File: src/rtl/itr_pkg.sv
// Shared constants, types and helper functions for the radix digit converter.
`timescale 1ns / 1ps

package itr_pkg;

    localparam int VALUE_WIDTH = 31;
    localparam int MAX_DIGITS  = 32;

    localparam int RADIX_W  = 5;
    localparam int DIGIT_W  = 4;
    localparam int CHAR_W   = 7;
    localparam int DIV_BITS = 4;

    localparam int DIV_STEPS = (VALUE_WIDTH + DIV_BITS - 1) / DIV_BITS;
    localparam int DIV_W     = DIV_STEPS * DIV_BITS;
    localparam int STEP_W    = (DIV_STEPS > 1) ? $clog2(DIV_STEPS) : 1;
    localparam int ADDR_W    = $clog2(MAX_DIGITS);

    localparam logic [RADIX_W-1:0] RADIX_RESET = RADIX_W'(10);
    localparam logic [RADIX_W-1:0] RADIX_MIN   = RADIX_W'(2);
    localparam logic [RADIX_W-1:0] RADIX_MAX   = RADIX_W'(16);

    localparam logic [CHAR_W-1:0]  CHAR_ZERO  = CHAR_W'(48);
    localparam logic [CHAR_W-1:0]  CHAR_A     = CHAR_W'(65);
    localparam logic [DIGIT_W-1:0] DIGIT_NINE = DIGIT_W'(9);

    typedef enum logic [1:0] {
        ST_IDLE,
        ST_DIV,
        ST_EMIT
    } state_t;

    typedef struct packed {
        logic load;
        logic div_step;
        logic emit_rd;
    } cmd_t;

    typedef struct packed {
        logic step_last;
        logic quot_zero;
        logic count_full;
        logic idx_zero;
    } status_t;

    function automatic logic [RADIX_W-1:0] sat_radix(input logic [RADIX_W-1:0] rdx);
        logic [RADIX_W-1:0] r;
        r = rdx;
        if (rdx < RADIX_MIN)
        begin
            r = RADIX_MIN;
        end
        else if (rdx > RADIX_MAX)
        begin
            r = RADIX_MAX;
        end
        return r;
    endfunction

    // Restoring division of one chunk: returns {quotient bits, remainder}
    function automatic logic [DIV_BITS+DIGIT_W-1:0] div_chunk(
        input logic [DIGIT_W-1:0]  rem,
        input logic [DIV_BITS-1:0] chunk,
        input logic [RADIX_W-1:0]  rdx
    );
        logic [DIGIT_W:0]    trial;
        logic [DIGIT_W-1:0]  r;
        logic [DIV_BITS-1:0] q;
        r = rem;
        q = '0;
        for (int i = DIV_BITS - 1; i >= 0; i--)
        begin
            trial = {r, chunk[i]};
            if (trial >= rdx)
            begin
                trial = trial - rdx;
                q[i]  = 1'b1;
            end
            r = trial[DIGIT_W-1:0];
        end
        return {q, r};
    endfunction

    function automatic logic [CHAR_W-1:0] to_ascii(input logic [DIGIT_W-1:0] d);
        logic [CHAR_W-1:0] c;
        if (d > DIGIT_NINE)
        begin
            c = CHAR_A + CHAR_W'(d) - CHAR_W'(DIGIT_NINE) - CHAR_W'(1);
        end
        else
        begin
            c = CHAR_ZERO + CHAR_W'(d);
        end
        return c;
    endfunction

endpackage

File: src/rtl/itr_ram.sv
// Generic single-write, single-read RAM with registered read data.
`timescale 1ns / 1ps

module itr_ram #(
    parameter int WIDTH = 4,
    parameter int DEPTH = 32
) (
    input  logic                     clk,
    input  logic                     we,
    input  logic [$clog2(DEPTH)-1:0] waddr,
    input  logic [WIDTH-1:0]         wdata,
    input  logic                     re,
    input  logic [$clog2(DEPTH)-1:0] raddr,
    output logic [WIDTH-1:0]         rdata
);

    logic [WIDTH-1:0] mem_reg [DEPTH];
    logic [WIDTH-1:0] rdata_reg;

    always_ff @(posedge clk)
    begin
        if (we)
        begin
            mem_reg[waddr] <= wdata;
        end
        if (re)
        begin
            rdata_reg <= mem_reg[raddr];
        end
    end

    assign rdata = rdata_reg;

endmodule

File: src/rtl/itr_datapath.sv
// Datapath: radix register, chunked divider, digit store and output stage.
`timescale 1ns / 1ps

module itr_datapath (
    input  logic                              clk,
    input  logic                              rst_n,
    input  itr_pkg::cmd_t                     cmd,
    output itr_pkg::status_t                  status,
    input  logic [itr_pkg::VALUE_WIDTH-1:0]   value,
    input  logic                              cfg_we,
    input  logic [itr_pkg::RADIX_W-1:0]       cfg_data,
    output logic                              digit_valid,
    output logic [itr_pkg::CHAR_W-1:0]        digit_char,
    output logic                              last_digit
);

    logic [itr_pkg::RADIX_W-1:0]  radix_reg;
    logic [itr_pkg::DIV_W-1:0]    div_reg,    div_next;
    logic [itr_pkg::DIGIT_W-1:0]  rem_reg,    rem_next;
    logic [itr_pkg::STEP_W-1:0]   step_reg,   step_next;
    logic [itr_pkg::ADDR_W-1:0]   wr_idx_reg, wr_idx_next;
    logic [itr_pkg::ADDR_W-1:0]   rd_idx_reg, rd_idx_next;
    logic                         valid_reg,  valid_next;
    logic                         last_reg,   last_next;

    logic [itr_pkg::RADIX_W-1:0]                  eff_radix;
    logic [itr_pkg::DIV_BITS+itr_pkg::DIGIT_W-1:0] chunk_res;
    logic [itr_pkg::DIV_W-1:0]                    div_shift;
    logic                                         ram_we;
    logic [itr_pkg::DIGIT_W-1:0]                  ram_rdata;

    assign eff_radix = itr_pkg::sat_radix(radix_reg);
    assign chunk_res = itr_pkg::div_chunk(rem_reg,
                                          div_reg[itr_pkg::DIV_W-1 -: itr_pkg::DIV_BITS],
                                          eff_radix);
    assign div_shift = {div_reg[itr_pkg::DIV_W-itr_pkg::DIV_BITS-1:0],
                        chunk_res[itr_pkg::DIV_BITS+itr_pkg::DIGIT_W-1:itr_pkg::DIGIT_W]};

    assign status.step_last  = (step_reg == itr_pkg::STEP_W'(itr_pkg::DIV_STEPS - 1));
    assign status.quot_zero  = (div_shift == '0);
    assign status.count_full = (wr_idx_reg == itr_pkg::ADDR_W'(itr_pkg::MAX_DIGITS - 1));
    assign status.idx_zero   = (rd_idx_reg == '0);

    assign ram_we = cmd.div_step && status.step_last;

    always_comb
    begin
        div_next    = div_reg;
        rem_next    = rem_reg;
        step_next   = step_reg;
        wr_idx_next = wr_idx_reg;
        rd_idx_next = rd_idx_reg;
        if (cmd.load)
        begin
            div_next    = itr_pkg::DIV_W'(value);
            rem_next    = '0;
            step_next   = '0;
            wr_idx_next = '0;
        end
        else if (cmd.div_step)
        begin
            div_next = div_shift;
            if (status.step_last)
            begin
                rem_next    = '0;
                step_next   = '0;
                wr_idx_next = wr_idx_reg + itr_pkg::ADDR_W'(1);
                rd_idx_next = wr_idx_reg;
            end
            else
            begin
                rem_next  = chunk_res[itr_pkg::DIGIT_W-1:0];
                step_next = step_reg + itr_pkg::STEP_W'(1);
            end
        end
        else if (cmd.emit_rd)
        begin
            rd_idx_next = rd_idx_reg - itr_pkg::ADDR_W'(1);
        end
        valid_next = cmd.emit_rd;
        last_next  = cmd.emit_rd && status.idx_zero;
    end

    always_ff @(posedge clk or negedge rst_n)
    begin
        if (!rst_n)
        begin
            radix_reg  <= itr_pkg::RADIX_RESET;
            step_reg   <= '0;
            wr_idx_reg <= '0;
            rd_idx_reg <= '0;
            valid_reg  <= 1'b0;
            last_reg   <= 1'b0;
        end
        else
        begin
            if (cfg_we)
            begin
                radix_reg <= cfg_data;
            end
            step_reg   <= step_next;
            wr_idx_reg <= wr_idx_next;
            rd_idx_reg <= rd_idx_next;
            valid_reg  <= valid_next;
            last_reg   <= last_next;
        end
    end

    always_ff @(posedge clk)
    begin
        div_reg <= div_next;
        rem_reg <= rem_next;
    end

    itr_ram #(
        .WIDTH (itr_pkg::DIGIT_W),
        .DEPTH (itr_pkg::MAX_DIGITS)
    ) u_digit_store (
        .clk   (clk),
        .we    (ram_we),
        .waddr (wr_idx_reg),
        .wdata (chunk_res[itr_pkg::DIGIT_W-1:0]),
        .re    (cmd.emit_rd),
        .raddr (rd_idx_reg),
        .rdata (ram_rdata)
    );

    assign digit_valid = valid_reg;
    assign last_digit  = last_reg;
    assign digit_char  = itr_pkg::to_ascii(ram_rdata);

endmodule

File: src/rtl/itr_ctrl.sv
// Controller: sequences load, digit division and digit readout.
`timescale 1ns / 1ps

module itr_ctrl (
    input  logic             clk,
    input  logic             rst_n,
    input  logic             start,
    input  itr_pkg::status_t status,
    output itr_pkg::cmd_t    cmd,
    output logic             busy
);

    itr_pkg::state_t state_reg, state_next;

    always_comb
    begin
        state_next = state_reg;
        case (state_reg)
            itr_pkg::ST_IDLE:
            begin
                if (start)
                begin
                    state_next = itr_pkg::ST_DIV;
                end
            end
            itr_pkg::ST_DIV:
            begin
                if (status.step_last && (status.quot_zero || status.count_full))
                begin
                    state_next = itr_pkg::ST_EMIT;
                end
            end
            itr_pkg::ST_EMIT:
            begin
                if (status.idx_zero)
                begin
                    state_next = itr_pkg::ST_IDLE;
                end
            end
            default:
            begin
                state_next = itr_pkg::ST_IDLE;
            end
        endcase
    end

    always_comb
    begin
        cmd  = '0;
        busy = 1'b1;
        case (state_reg)
            itr_pkg::ST_IDLE:
            begin
                busy     = 1'b0;
                cmd.load = start;
            end
            itr_pkg::ST_DIV:
            begin
                cmd.div_step = 1'b1;
            end
            itr_pkg::ST_EMIT:
            begin
                cmd.emit_rd = 1'b1;
            end
            default:
            begin
                busy = 1'b1;
            end
        endcase
    end

    always_ff @(posedge clk or negedge rst_n)
    begin
        if (!rst_n)
        begin
            state_reg <= itr_pkg::ST_IDLE;
        end
        else
        begin
            state_reg <= state_next;
        end
    end

endmodule

File: src/rtl/integer_to_radix_digits.sv
// Top level: integer to ASCII digit converter in a configurable radix.
// Each digit comes from the 4-bit-per-cycle divider stepping through all DIV_STEPS chunks;
// the digits are then read out of the store, most significant first, and stream out at
// one digit per cycle, the last one flagged by last_digit. A request yields D digits
// (D = 1..31); the shared divider serves one request at a time, taken only while idle.
// Reset sets radix to 10 and idles the controller; the digit store is not cleared.
`timescale 1ns / 1ps

module integer_to_radix_digits (
    input  logic                            clk,
    input  logic                            rst_n,
    input  logic                            start,
    output logic                            busy,
    input  logic [itr_pkg::VALUE_WIDTH-1:0] value,
    input  logic                            cfg_we,
    input  logic [itr_pkg::RADIX_W-1:0]     cfg_data,
    output logic                            digit_valid,
    output logic [itr_pkg::CHAR_W-1:0]      digit_char,
    output logic                            last_digit
);

    itr_pkg::cmd_t    cmd;
    itr_pkg::status_t status;

    itr_ctrl u_ctrl (
        .clk    (clk),
        .rst_n  (rst_n),
        .start  (start),
        .status (status),
        .cmd    (cmd),
        .busy   (busy)
    );

    itr_datapath u_datapath (
        .clk         (clk),
        .rst_n       (rst_n),
        .cmd         (cmd),
        .status      (status),
        .value       (value),
        .cfg_we      (cfg_we),
        .cfg_data    (cfg_data),
        .digit_valid (digit_valid),
        .digit_char  (digit_char),
        .last_digit  (last_digit)
    );

    a_accept_busy: assert property (@(posedge clk) disable iff (!rst_n)
        start && !busy |=> busy)
        else $error("request accepted but controller not busy");

    a_last_strobed: assert property (@(posedge clk) disable iff (!rst_n)
        last_digit |-> digit_valid)
        else $error("last digit flag without strobe");

    a_run_unbroken: assert property (@(posedge clk) disable iff (!rst_n)
        digit_valid && !last_digit |=> digit_valid)
        else $error("digit run broken before last digit");

    a_done_on_last: assert property (@(posedge clk) disable iff (!rst_n)
        $fell(busy) |-> digit_valid && last_digit)
        else $error("controller idled without delivering last digit");

    a_one_cmd: assert property (@(posedge clk) disable iff (!rst_n)
        $onehot0({cmd.load, cmd.div_step, cmd.emit_rd}))
        else $error("conflicting datapath commands");

endmodule
File: config.mk
export PLATFORM = sky130hd
export DESIGN_NAME = integer_to_radix_digits
export DESIGN_NICKNAME = d
export VERILOG_FILES = /design/src/rtl/itr_pkg.sv /design/src/rtl/itr_ram.sv /design/src/rtl/itr_datapath.sv /design/src/rtl/itr_ctrl.sv /design/src/rtl/integer_to_radix_digits.sv
export SDC_FILE = /design/constraint.sdc
export NUM_CORES = 1
export LEC_CHECK = 0
export ABC_CLOCK_PERIOD_IN_PS = 21600
export BUFFER_PORTS_ARGS = -buffer_cell sky130_fd_sc_hd__buf_4
export CORE_UTILIZATION = 23
export CTS_CLUSTER_SIZE = 20
export DETAILED_ROUTE_END_ITERATION = 10
export GPL_TIMING_DRIVEN = 0
export RECOVER_POWER = 25
export SLEW_MARGIN = 5
export SYNTH_ARGS = -nofsm -noshare
export SYNTH_HDL_FRONTEND = slang
export SYNTH_HIERARCHICAL = 1
export SYNTH_SLANG_ARGS = --single-unit
File: constraint.sdc
create_clock -name clk -period 21.6 [get_ports clk]
set_input_delay 6.48 -clock clk [delete_from_list [all_inputs] [get_ports clk]]
set_output_delay 6.48 -clock clk [all_outputs]
set_load 0.02 [all_outputs]
==> Flow_metrics.wiki, run 1 <==
{| class="wikitable"
! Metric !! Value
|-
| Status || finished clean
|-
| Number of hold buffers added after cts || 0
|-
| Cell type with the largest total area after synthesis || edfxtp_1
|-
| Number of nets with antenna violations after routing || 0
|-
| Nature of the critical path startpoint || flop
|-
| Final worst-path cycle share || about two fifths
|-
| Unrepaired setup endpoints after global routing || no
|-
| Relative slew margins || 19.4%
|-
| Clock latency on the worst-skew pair || ~0.43 ns
|-
| Fraction of registers with async set/reset || 11.6%
|-
| Ordered list of cells on the worst path || inv_1, ha_1, nor2_1, o21ai_1, xnor2_1, buf_4
|-
| Most used DFF post-synth || edfxtp_1
|-
| Avg Cell Area, Syn || 15.9 sq um
|-
| Initial core utilization || around a quarter
|-
| Detailed-routing iteration count for the pre-antenna-repair pass || 5
|-
| Least-Margin Pin Slew || ~1.2 ns
|-
| Buffers & Inverters on Critical Path || 2
|-
| Register area || approximately 5500 sq um
|-
| Dominant combinational cell family by area after synthesis || multiplexers
|-
| Global Route Usage Sum || under 10%
|-
| Initial antenna violation count || 0
|-
| Post-Synth Adder-Cell Area || under 10%
|-
| Filler cells || around 3,800
|-
| Seq/Total Area, Yosys || a little over three fifths
|-
| Mux cell area share after synthesis || 17.1%
|-
| Maximum clock frequency || ~120 MHz
|-
| Arr. time, crit path || 1.77 ns
|-
| Source of the critical timing path || u_datapath/u_digit_store/rdata[0]$_DFFE_PP_
|-
| Hold violation total from the final report || 0
|-
| Minimum period implied by the final worst setup slack || about 8.3 ns
|-
| Total wire length || ~17 mm
|-
| Count of final setup violators || 0
|-
| Largest cells by area after synthesis || edfxtp_1, mux4_2, dfrtp_1
|-
| Number of max-slew violations in the final report || 0
|-
| Max FFs per register || between 100 and 150
|-
| Number of sinks on the clock net || 190
|-
| Endpoint required time on the critical path || between 15 and 20 ns
|-
| First-pass GRT wire length || between 20 and 30 mm
|-
| Yosys warning count || 6
|-
| Estimated wirelength of the detail-placed design || between 10 and 15 mm
|-
| Net count, final || between 600 and 700
|-
| Detailed-route wire length per cell || between 15 and 20 um
|-
| Max incr delay on CP || around 0.43 ns
|-
| Source of the worst register-to-register timing path || u_datapath/radix_reg[3]$_DFFE_PN1P_
|-
| Clock Tree Root || clkbuf_16
|-
| # IOs || 50
|-
| Leftover overflow at the end of global routing || 0
|-
| Slowest cell on the critical path || edfxtp_1
|-
| Synthesized area || 8790 sq um
|-
| Routability congestion estimate from global placement || 0.758
|-
| Setup crit end kind || primary output
|-
| Resized cells post-CTS || 0
|-
| Post-route DRC || 0
|-
| Number of enable-type register cells in the synthesized netlist || ~160
|-
| Vertical die dimension || a little under 200 um
|-
| Top cell types by occurrence after synthesis || edfxtp_1, nor2_1, mux2_2
|-
| Iter 0 DRT Violations || 344
|-
| Area share of the leading cell type in the synthesized netlist || about 56%
|-
| Full die area || between 30,000 and 40,000 sq um
|-
| Clock tree from TritonCTS || built
|-
| CTS H-tree depth || 4
|-
| Max clock buf depth || 2
|-
| Area of combinational cells with multiple inputs || approximately 3000 sq um
|-
| Core Rows || slightly above 70
|-
| Area delta synth->final || 19.0%
|-
| Crit path max fanout || 5
|-
| Synth Instances || 554
|-
| Final core occ || 27.8%
|-
| Pin count of the biggest net entering global routing || 34
|-
| Share of layout cells above drive strength 1 || ~30%
|-
| Synth unique cells || 60
|-
| Worst-case clock skew || roughly 0.013 ns
|-
| Post-CTS Repair Setup Buffers || 0
|-
| Clock input transition at the sequential cells of the worst setup and hold paths || ~0.08 ns
|-
| Vias per Instance || between 4 and 5
|-
| Hold Startpoint || u_ctrl/state_reg[1]$_DFFE_PN0P_
|-
| Horizontal die dimension || between 150 and 200 um
|-
| Number of global-route vias before repair || about 4,900
|-
| Syn Nets || between 600 and 700
|-
| Number of register bits inferred by synthesis || 190
|-
| Cts bufs inserted || 17
|-
| Dominant delay contributor by cell family on the critical path || flip-flops
|-
| Compound-Gate Fraction of Synth Area || just over 5%
|-
| Area share of xor/xnor cells in the synthesized design || approximately 1.2%
|-
| Final TNS setup || 0 ns
|-
| Worst hold path type || reg -> reg
|-
| Total of buffers placed on input and output ports || between 40 and 50
|-
| Dominant cell by count in the synthesized netlist || edfxtp_1
|-
| Type of the setup path with the least slack || reg -> out
|-
| Fraction of the mapped netlist area in simple logic gates || under 10%
|-
| Antenna Diode Count || 0
|-
| Floorplan Core Area || ~38,000 sq um
|-
| Max-cap viol count || 0
|-
| Detailed-route via count || between 4,000 and 5,000
|}
[cell families (layout without fill, tap and decap cells)]
kind of cell / after synthesis / in the layout
adder cells (fa/ha/maj): 32 / 32
multiplexers: 93 / 93
AND/OR/NAND/NOR: 118 / 118
XOR/XNOR: 12 / 12
AO/OA/AOI/OAI: 66 / 66
buffers and inverters: 43 / 126
flip-flops: 190 / 190
[cell usage in the layout (no fill, tap or decap), drive strengths merged, types with 3 or more instances in the layout]
cell type  netlist  layout
o21ai           16      16
nand3            5       5
o22ai            3       3
buf             10      58
ha              28      28
nor2b            4       4
mux4            40      40
edfxtp         163     163
or3b             3       3
nor4             7       7
a21o             7       7
nor3             4       4
fa               4       4
dfrtp           20      20
a22o             6       6
xor2             4       4
xnor2            8       8
clkbuf           8      29
mux2            47      47
clkinv           0       7
mux2i            6       6
dfxtp            5       5
or3              3       3
nand2           24      24
inv             25      31
nor2            49      49
nand3b           5       5
a21oi           20      20
[path summary, 6_finish.rpt]
path / endpoint / slack (ns) / cells past startpoint
max in group asynchronous: u_datapath/radix_reg[1]$_DFFE_PN1P_ / 15.40 / 1
max: digit_char[0] / 13.35 / 6
min reg2reg: u_ctrl/state_reg[0]$_DFFE_PN0P_ / 0.45 / 1
max reg2reg: u_datapath/u_digit_store/mem_reg[27][2]$_DFFE_PP_ / 14.22 / 23
min: u_ctrl/state_reg[0]$_DFFE_PN0P_ / 0.45 / 1
min in group asynchronous: u_datapath/digit_valid$_DFF_PN0_ / 5.92 / 1
[per-layer routing]
| layer | routed length (um) | GRT usage (%) | part of all wire (%) | up-vias |
|---|---|---|---|---|
| li1 | - | - | - | 2293 |
| met5 | 0 | 0 | 0 | - |
| met3 | 1110 | 2.78 | 6.4 | 8 |
| met4 | 98 | 2.35 | 0.56 | 0 |
| met2 | 8170 | 14.7 | 47 | 113 |
| met1 | 8100 | 12.6 | 46 | 2415 |
[metrics by stage]
step,instance area [sq um],hold WS [ns],instances,worst slack (ns)
floorplan,8790,0.426,554,13.60
global placement,9800,0.441,1114,12.00
detailed placement,9840,0.445,1116,12.90
CTS,10500,0.454,1148,13.30
global route,10500,0.470,1148,13.20
finish,10500,0.452,1148,13.35
[final cells by class]
class                      count  area share, %
buffer                        18          0.909
clock buffer                  18           4.10
clock inverter                14           1.85
inverter                      25          0.897
multi-input combinational    321           29.3
sequential                   190           53.0
tap                          511           6.11
timing repair buffer          51           3.77
Power of run 1 is not shown: default switching activity piles up to over one toggle a cycle in this logic, so the estimate is an artifact.
==> run 2: changes to the inputs <==
Settings changed: ABC_CLOCK_PERIOD_IN_PS 21600 to 8170.
Clock period 21.6 ns to 8.17 ns, I/O delays scaled along.
==> run 2 against run 1 <==
  * Largest cell class unchanged
  * Wire length up 0.18%
  * Register-to-register slack worse by 13 ns
  * Cell count stayed put
  * Clock skew shrank 0.00051 ns
  * Non-clock buffer count is the same
  * Global-route usage did not move
  * Die area unchanged
  * Critical endpoint is now u_datapath/u_digit_store/mem_reg[27][2]$_DFFE_PP_
  * Sequential share of layout area barely moved
  * First-iteration DRC count is the same
  * Hold slack about the same
  * Critical path depth rose by 17
==> Flow_metrics.wiki, run 2 (synthesis gave the netlist of run 1 again) <==
{| class="wikitable"
! Metric !! Value
|-
| Post-route DRC || 0 (unchanged)
|-
| Ordered list of cells on the worst path || nor2_1, o21ai_1, ha_1, a21o_1, a21oi_2, o21ai_2, mux2_4, ha_1, a21oi_1, o21ai_1, and4b_1, or3_1, ha_1, a31oi_1, o21ai_2, mux2i_1, ha_1, nand2_1, o21ai_0, a31oi_2, nor2_1, a211oi_4, buf_6
|-
| CTS H-tree depth || 4 (unchanged)
|-
| Full die area || 39,000 sq um (unchanged)
|-
| Number of max-slew violations in the final report || 0 (unchanged)
|-
| Estimated wirelength of the detail-placed design || 12.5 mm (unchanged)
|-
| Type of the setup path with the least slack || reg -> reg
|-
| Iter 0 DRT Violations || 344 (unchanged)
|-
| Filler cells || 3,827 (+0.078%)
|-
| Clock input transition at the sequential cells of the worst setup and hold paths || 0.08 ns (about the same)
|-
| Final TNS setup || 0 ns (unchanged)
|-
| Area of combinational cells with multiple inputs || 3070 sq um (unchanged)
|-
| Net count, final || 696 (unchanged)
|-
| Endpoint required time on the critical path || 8.44 ns (-6.68 ns)
|-
| Relative slew margins || 19.4% (about the same)
|-
| Share of layout cells above drive strength 1 || 29.4% (-0.16 points)
|-
| # IOs || 50 (unchanged)
|-
| Count of final setup violators || 0 (unchanged)
|-
| Leftover overflow at the end of global routing || 0 (unchanged)
|-
| Dominant delay contributor by cell family on the critical path || compound AO/OA/AOI/OAI gates
|-
| Cts bufs inserted || 17 (unchanged)
|-
| Clock latency on the worst-skew pair || 0.43 ns (about the same)
|-
| Arr. time, crit path || 7.68 ns (+5.91 ns)
|-
| Register area || 5550 sq um (unchanged)
|-
| Detailed-route wire length per cell || 15.3 um (+0.18%)
|-
| Number of global-route vias before repair || 4,871 (unchanged)
|-
| Nature of the critical path startpoint || flop
|-
| Vias per Instance || 4.22 (+0.39%)
|-
| Max-cap viol count || 0 (unchanged)
|-
| Status || finished clean
|-
| Source of the worst register-to-register timing path || u_datapath/radix_reg[3]$_DFFE_PN1P_
|-
| Vertical die dimension || 198 um (unchanged)
|-
| Number of sinks on the clock net || 190 (unchanged)
|-
| Least-Margin Pin Slew || 1.21 ns (-0.0000333 ns)
|-
| Detailed-route via count || 4,848 (+0.39%)
|-
| Worst hold path type || reg -> reg
|-
| Crit path max fanout || 17 (+12)
|-
| Worst-case clock skew || 0.0122 ns (-0.000510 ns)
|-
| Clock tree from TritonCTS || built
|-
| Total of buffers placed on input and output ports || 49 (unchanged)
|-
| Core Rows || 71 (unchanged)
|-
| Final worst-path cycle share || about 91%
|-
| First-pass GRT wire length || 27.7 mm (unchanged)
|-
| Dominant cell type by count on the critical path || ha_1
|-
| Max clock buf depth || 2 (unchanged)
|-
| Antenna Diode Count || 0 (unchanged)
|-
| Max FFs per register || 128 (unchanged)
|-
| Most used cells in the layout excluding fill and tap cells || edfxtp_1, nor2_1, buf_4
|-
| Unrepaired setup endpoints after global routing || no
|-
| Resized cells post-CTS || 0 (unchanged)
|-
| Floorplan Core Area || 37,700 sq um (unchanged)
|-
| Hold Startpoint || u_ctrl/state_reg[1]$_DFFE_PN0P_
|-
| Global Route Usage Sum || 9.39% (unchanged)
|-
| Setup crit end kind || flop
|-
| Source of the critical timing path || u_datapath/radix_reg[3]$_DFFE_PN1P_
|-
| Horizontal die dimension || 198 um (unchanged)
|-
| Max incr delay on CP || 0.70 ns (+0.27 ns)
|-
| Area delta synth->final || 18.9% (about the same)
|-
| Initial core utilization || 23.3% (unchanged)
|-
| Hold violation total from the final report || 0 (unchanged)
|-
| Total wire length || 17.5 mm (+0.18%)
|-
| Maximum clock frequency || 135 MHz
|-
| Clock Tree Root || clkbuf_16
|-
| Post-CTS Repair Setup Buffers || 0 (unchanged)
|-
| Number of hold buffers added after cts || 0 (unchanged)
|-
| Routability congestion estimate from global placement || 0.758 (unchanged)
|-
| Pin count of the biggest net entering global routing || 34 (unchanged)
|-
| Detailed-routing iteration count for the pre-antenna-repair pass || 5 (unchanged)
|-
| Leading cell type in the layout, fill and taps excluded || edfxtp_1
|-
| Number of nets with antenna violations after routing || 0 (unchanged)
|-
| Buffers & Inverters on Critical Path || 1 (-1)
|-
| Initial antenna violation count || 0 (unchanged)
|-
| Minimum period implied by the final worst setup slack || between 7 and 8 ns
|-
| Slowest cell on the critical path || a211oi_4
|}
==> run 2: changes by cell type in the layout (fill, tap and decap cells not counted) <==
cell / change
mux2_1: -1
mux2_2: +1
buf_4: -2
clkbuf_1: +2
==> run 2: through the flow <==
step           cell area (sq um)  setup WS, ns  util [%]  std cells  hold WS (ns)
5_1_grt                    10500         0.142      27.8       1148         0.470
3_3_place_gp                9800         -1.43      26.0       1114         0.441
6_report                   10500         0.762      27.8       1148         0.452
3_5_place_dp                9840         0.763      26.1       1116         0.445
4_1_cts                    10500         0.704      27.8       1148         0.454
2_1_floorplan               8790          1.13         -        554         0.426
==> run 2: final timing paths <==
check	depth (start not counted)	slack [ns]	end
max	23	0.76	u_datapath/u_digit_store/mem_reg[27][2]$_DFFE_PP_
min	1	0.45	u_ctrl/state_reg[0]$_DFFE_PN0P_
max reg2reg	23	0.76	u_datapath/u_digit_store/mem_reg[27][2]$_DFFE_PP_
min reg2reg	1	0.45	u_ctrl/state_reg[0]$_DFFE_PN0P_
max in group asynchronous	1	5.23	u_datapath/rd_idx_reg[4]$_DFFE_PN0P_
min in group asynchronous	1	2.23	u_datapath/digit_valid$_DFF_PN0_
==> run 2: cell type report <==
class,count,share of cell area [%]
plain buffers,18,0.910
clock buffers,18,4.11
clock inverters,14,1.86
inverters,25,0.898
multi-input cells,321,29.3
flip-flops and latches,190,53.1
well taps,511,6.12
repair buffers,51,3.70
==> run 2: routing by layer <==
metal,global-route usage [%],vias to the layer above,part of all wire (%)
li1,-,2295,-
met1,12.6,2422,46
met2,14.7,123,47
met3,2.78,8,6.4
met4,2.35,0,0.56
met5,0,-,0
Power of run 2 is left out for the same reason.
==> run 3: changes to the inputs <==
Settings changed: ABC_CLOCK_PERIOD_IN_PS 8170 to 8340, CORE_ASPECT_RATIO from default to 1.75, REMOVE_ABC_BUFFERS from default to 1.
Clock period 8.17 ns to 8.34 ns, I/O delays scaled along.
==> run 3 against run 2 <==
  * Setup slack better by 0.11 ns
  * Hold slack improved by 0.033 ns
  * First-iteration DRC count decreased by 35%
  * Register-to-register slack improved by 0.11 ns
  * Critical path depth is 1 higher
  * Clock skew rose by 0.0021 ns
  * Die area is essentially flat
  * Core utilization down 0.32 points
  * Sequential share of layout area is 0.67 points higher
  * Wire length increased by 5.3%
  * Fmax is 0.85% lower
==> Flow_metrics.wiki, run 3 (synthesis gave the netlist of run 1 again) <==
{| class="wikitable"
! Metric !! Value
|-
| Max FFs per register || 128 (unchanged)
|-
| Net count, final || 679 (-2.4%)
|-
| Detailed-route wire length per cell || 16.8 um (+9.9%)
|-
| Endpoint required time on the critical path || 8.72 ns (+0.28 ns)
|-
| Post-CTS Repair Setup Buffers || 0 (unchanged)
|-
| Final instance area || 10,300 sq um (-1.2%)
|-
| Detailed-route via count || 4,723 (-2.6%)
|-
| Clock input transition at the sequential cells of the worst setup and hold paths || 0.08 ns (about the same)
|-
| Cts bufs inserted || 17 (unchanged)
|-
| Number of max-slew violations in the final report || 0 (unchanged)
|-
| Type of the setup path with the least slack || reg -> reg
|-
| Share of layout cells above drive strength 1 || 29.4% (about the same)
|-
| Maximum clock frequency || 134 MHz (-0.85%)
|-
| Global Route Usage Sum || 10.0% (+0.64 points)
|-
| Worst-case clock skew || 0.0143 ns (+0.00212 ns)
|-
| First-pass GRT wire length || 28.6 mm (+3.2%)
|-
| Post-route DRC || 0 (unchanged)
|-
| Unrepaired setup endpoints after global routing || no
|-
| Number of nets with antenna violations after routing || 0 (unchanged)
|-
| Core Rows || 94 (+32%)
|-
| Arr. time, crit path || 7.85 ns (+0.17 ns)
|-
| Clock latency on the worst-skew pair || 0.44 ns (about the same)
|-
| Final core occ || 27.4% (-0.32 points)
|-
| Leftover overflow at the end of global routing || 0 (unchanged)
|-
| Area of combinational cells with multiple inputs || 3070 sq um (+0.24%)
|-
| Setup crit end kind || flop
|-
| Minimum period implied by the final worst setup slack || 7.47 ns (+0.0636 ns)
|-
| Worst hold path type || reg -> reg
|-
| Filler cells || 3,826 (-0.026%)
|-
| Number of hold buffers added after cts || 0 (unchanged)
|-
| Final worst-path cycle share || 89.6% (-1.1 points)
|-
| Detailed-routing iteration count for the pre-antenna-repair pass || 4 (-1)
|-
| Number of global-route vias before repair || 5,166 (+6.1%)
|-
| Count of final setup violators || 0 (unchanged)
|-
| Routability congestion estimate from global placement || 0.763 (+0.74%)
|-
| Iter 0 DRT Violations || 223 (-35%)
|-
| Max clock buf depth || 2 (unchanged)
|-
| # IOs || 50 (unchanged)
|-
| Resized cells post-CTS || 0 (unchanged)
|-
| Dominant delay contributor by cell family on the critical path || compound AO/OA/AOI/OAI gates
|-
| Hold violation total from the final report || 0 (unchanged)
|-
| Least-Margin Pin Slew || 1.41 ns (+0.202 ns)
|-
| Non-filler instance count after layout || 1,100 (-4.2%)
|-
| Horizontal die dimension || 150 um (-24%)
|-
| Pin count of the biggest net entering global routing || 39 (+15%)
|-
| Dominant cell type by count on the critical path || ha_1
|-
| Relative slew margins || 5.98% (-13 points)
|-
| Total of buffers placed on input and output ports || 49 (unchanged)
|-
| Register area || 5550 sq um (about the same)
|-
| Status || finished clean
|-
| Total wire length || 18.4 mm (+5.3%)
|-
| Vertical die dimension || 261 um (+32%)
|-
| Final TNS setup || 0 ns (unchanged)
|-
| Floorplan Core Area || 37,600 sq um (about the same)
|-
| Max-cap viol count || 0 (unchanged)
|-
| Initial core utilization || 23.4% (about the same)
|-
| Number of sinks on the clock net || 190 (unchanged)
|-
| Cell Area, Placed || 9750 sq um (-0.90%)
|-
| Estimated wirelength of the detail-placed design || 13.7 mm (+9.2%)
|-
| Most used cells in the layout excluding fill and tap cells || edfxtp_1, nor2_1, buf_4
|-
| Clock Tree Root || clkbuf_16
|-
| Initial antenna violation count || 0 (unchanged)
|-
| Number of instances in the placed design || 1,068 (-4.3%)
|-
| Buffers & Inverters on Critical Path || 1 (unchanged)
|-
| Antenna Diode Count || 0 (unchanged)
|-
| Crit path max fanout || 17 (unchanged)
|-
| Vias per Instance || 4.29 (+1.7%)
|-
| Area delta synth->final || 17.4%
|-
| Nature of the critical path startpoint || flop
|-
| Ordered list of cells on the worst path || nor2_1, o21ai_1, ha_1, a21o_1, a21oi_2, o21ai_2, mux2_4, ha_1, a21oi_1, o21ai_1, and4b_1, or3_1, ha_1, a31oi_1, o21ai_2, mux2i_1, ha_1, nand2_1, o21ai_0, a31oi_2, nor2_1, a211oi_4, buf_8, a22o_1
|-
| Full die area || 39,000 sq um (about the same)
|-
| Max incr delay on CP || 0.69 ns (about the same)
|-
| CTS H-tree depth || 4 (unchanged)
|-
| Leading cell type in the layout, fill and taps excluded || edfxtp_1
|-
| Slowest cell on the critical path || o21ai_1
|-
| Clock tree from TritonCTS || built
|}
## run 3: changes by cell type in the layout (fill, tap and decap cells not counted), sizes merged
cell      before  now
clkbuf        31   20
buf           56   49
clkinv         7    4
inv           31   34
clkinvlp       0    1
## run 3: routing by layer
layer  up-vias  share of wire [%]  track usage (%)
li1       2257                  -                -
met1      2331                 35             9.36
met2       102                 58             19.8
met3        33                2.6             1.99
met4         0                3.9             5.44
met5         -                  0                0
## run 3: worst paths after layout
path / end / slack [ns] / startpoint / cells after the start
hold / removal: u_ctrl/state_reg[0]$_DFFE_PN0P_ / 0.49 / u_ctrl/state_reg[1]$_DFFE_PN0P_ / 1
setup reg to reg: u_datapath/rem_reg[2]$_SDFFE_PP0P_ / 0.87 / u_datapath/radix_reg[3]$_DFFE_PN1P_ / 24
max in group asynchronous: u_datapath/rd_idx_reg[2]$_DFFE_PN0P_ / 5.02 / rst_n / 1
setup / recovery: u_datapath/rem_reg[2]$_SDFFE_PP0P_ / 0.87 / u_datapath/radix_reg[3]$_DFFE_PN1P_ / 24
hold reg to reg: u_ctrl/state_reg[0]$_DFFE_PN0P_ / 0.49 / u_ctrl/state_reg[1]$_DFFE_PN0P_ / 1
min in group asynchronous: u_datapath/radix_reg[0]$_DFFE_PN0P_ / 2.38 / rst_n / 1
## run 3: through the flow
step / hold WS, ns / setup slack [ns]
finish: 0.485 / 0.868
global route: 0.517 / 0.380
CTS: 0.483 / 0.784
floorplan: 0.426 / 1.30
detailed placement: 0.473 / 0.794
global placement: 0.447 / -1.68
## run 3: final cells by class
cell class / count / share of cell area [%]
clock buffer: 17 / 4.12
timing repair buffer: 52 / 3.99
sequential: 190 / 53.8
clock inverter: 15 / 1.64
multi-input combinational: 321 / 29.8
tap: 480 / 5.82
inverter: 25 / 0.909
Power of run 3 is left out for the same reason.
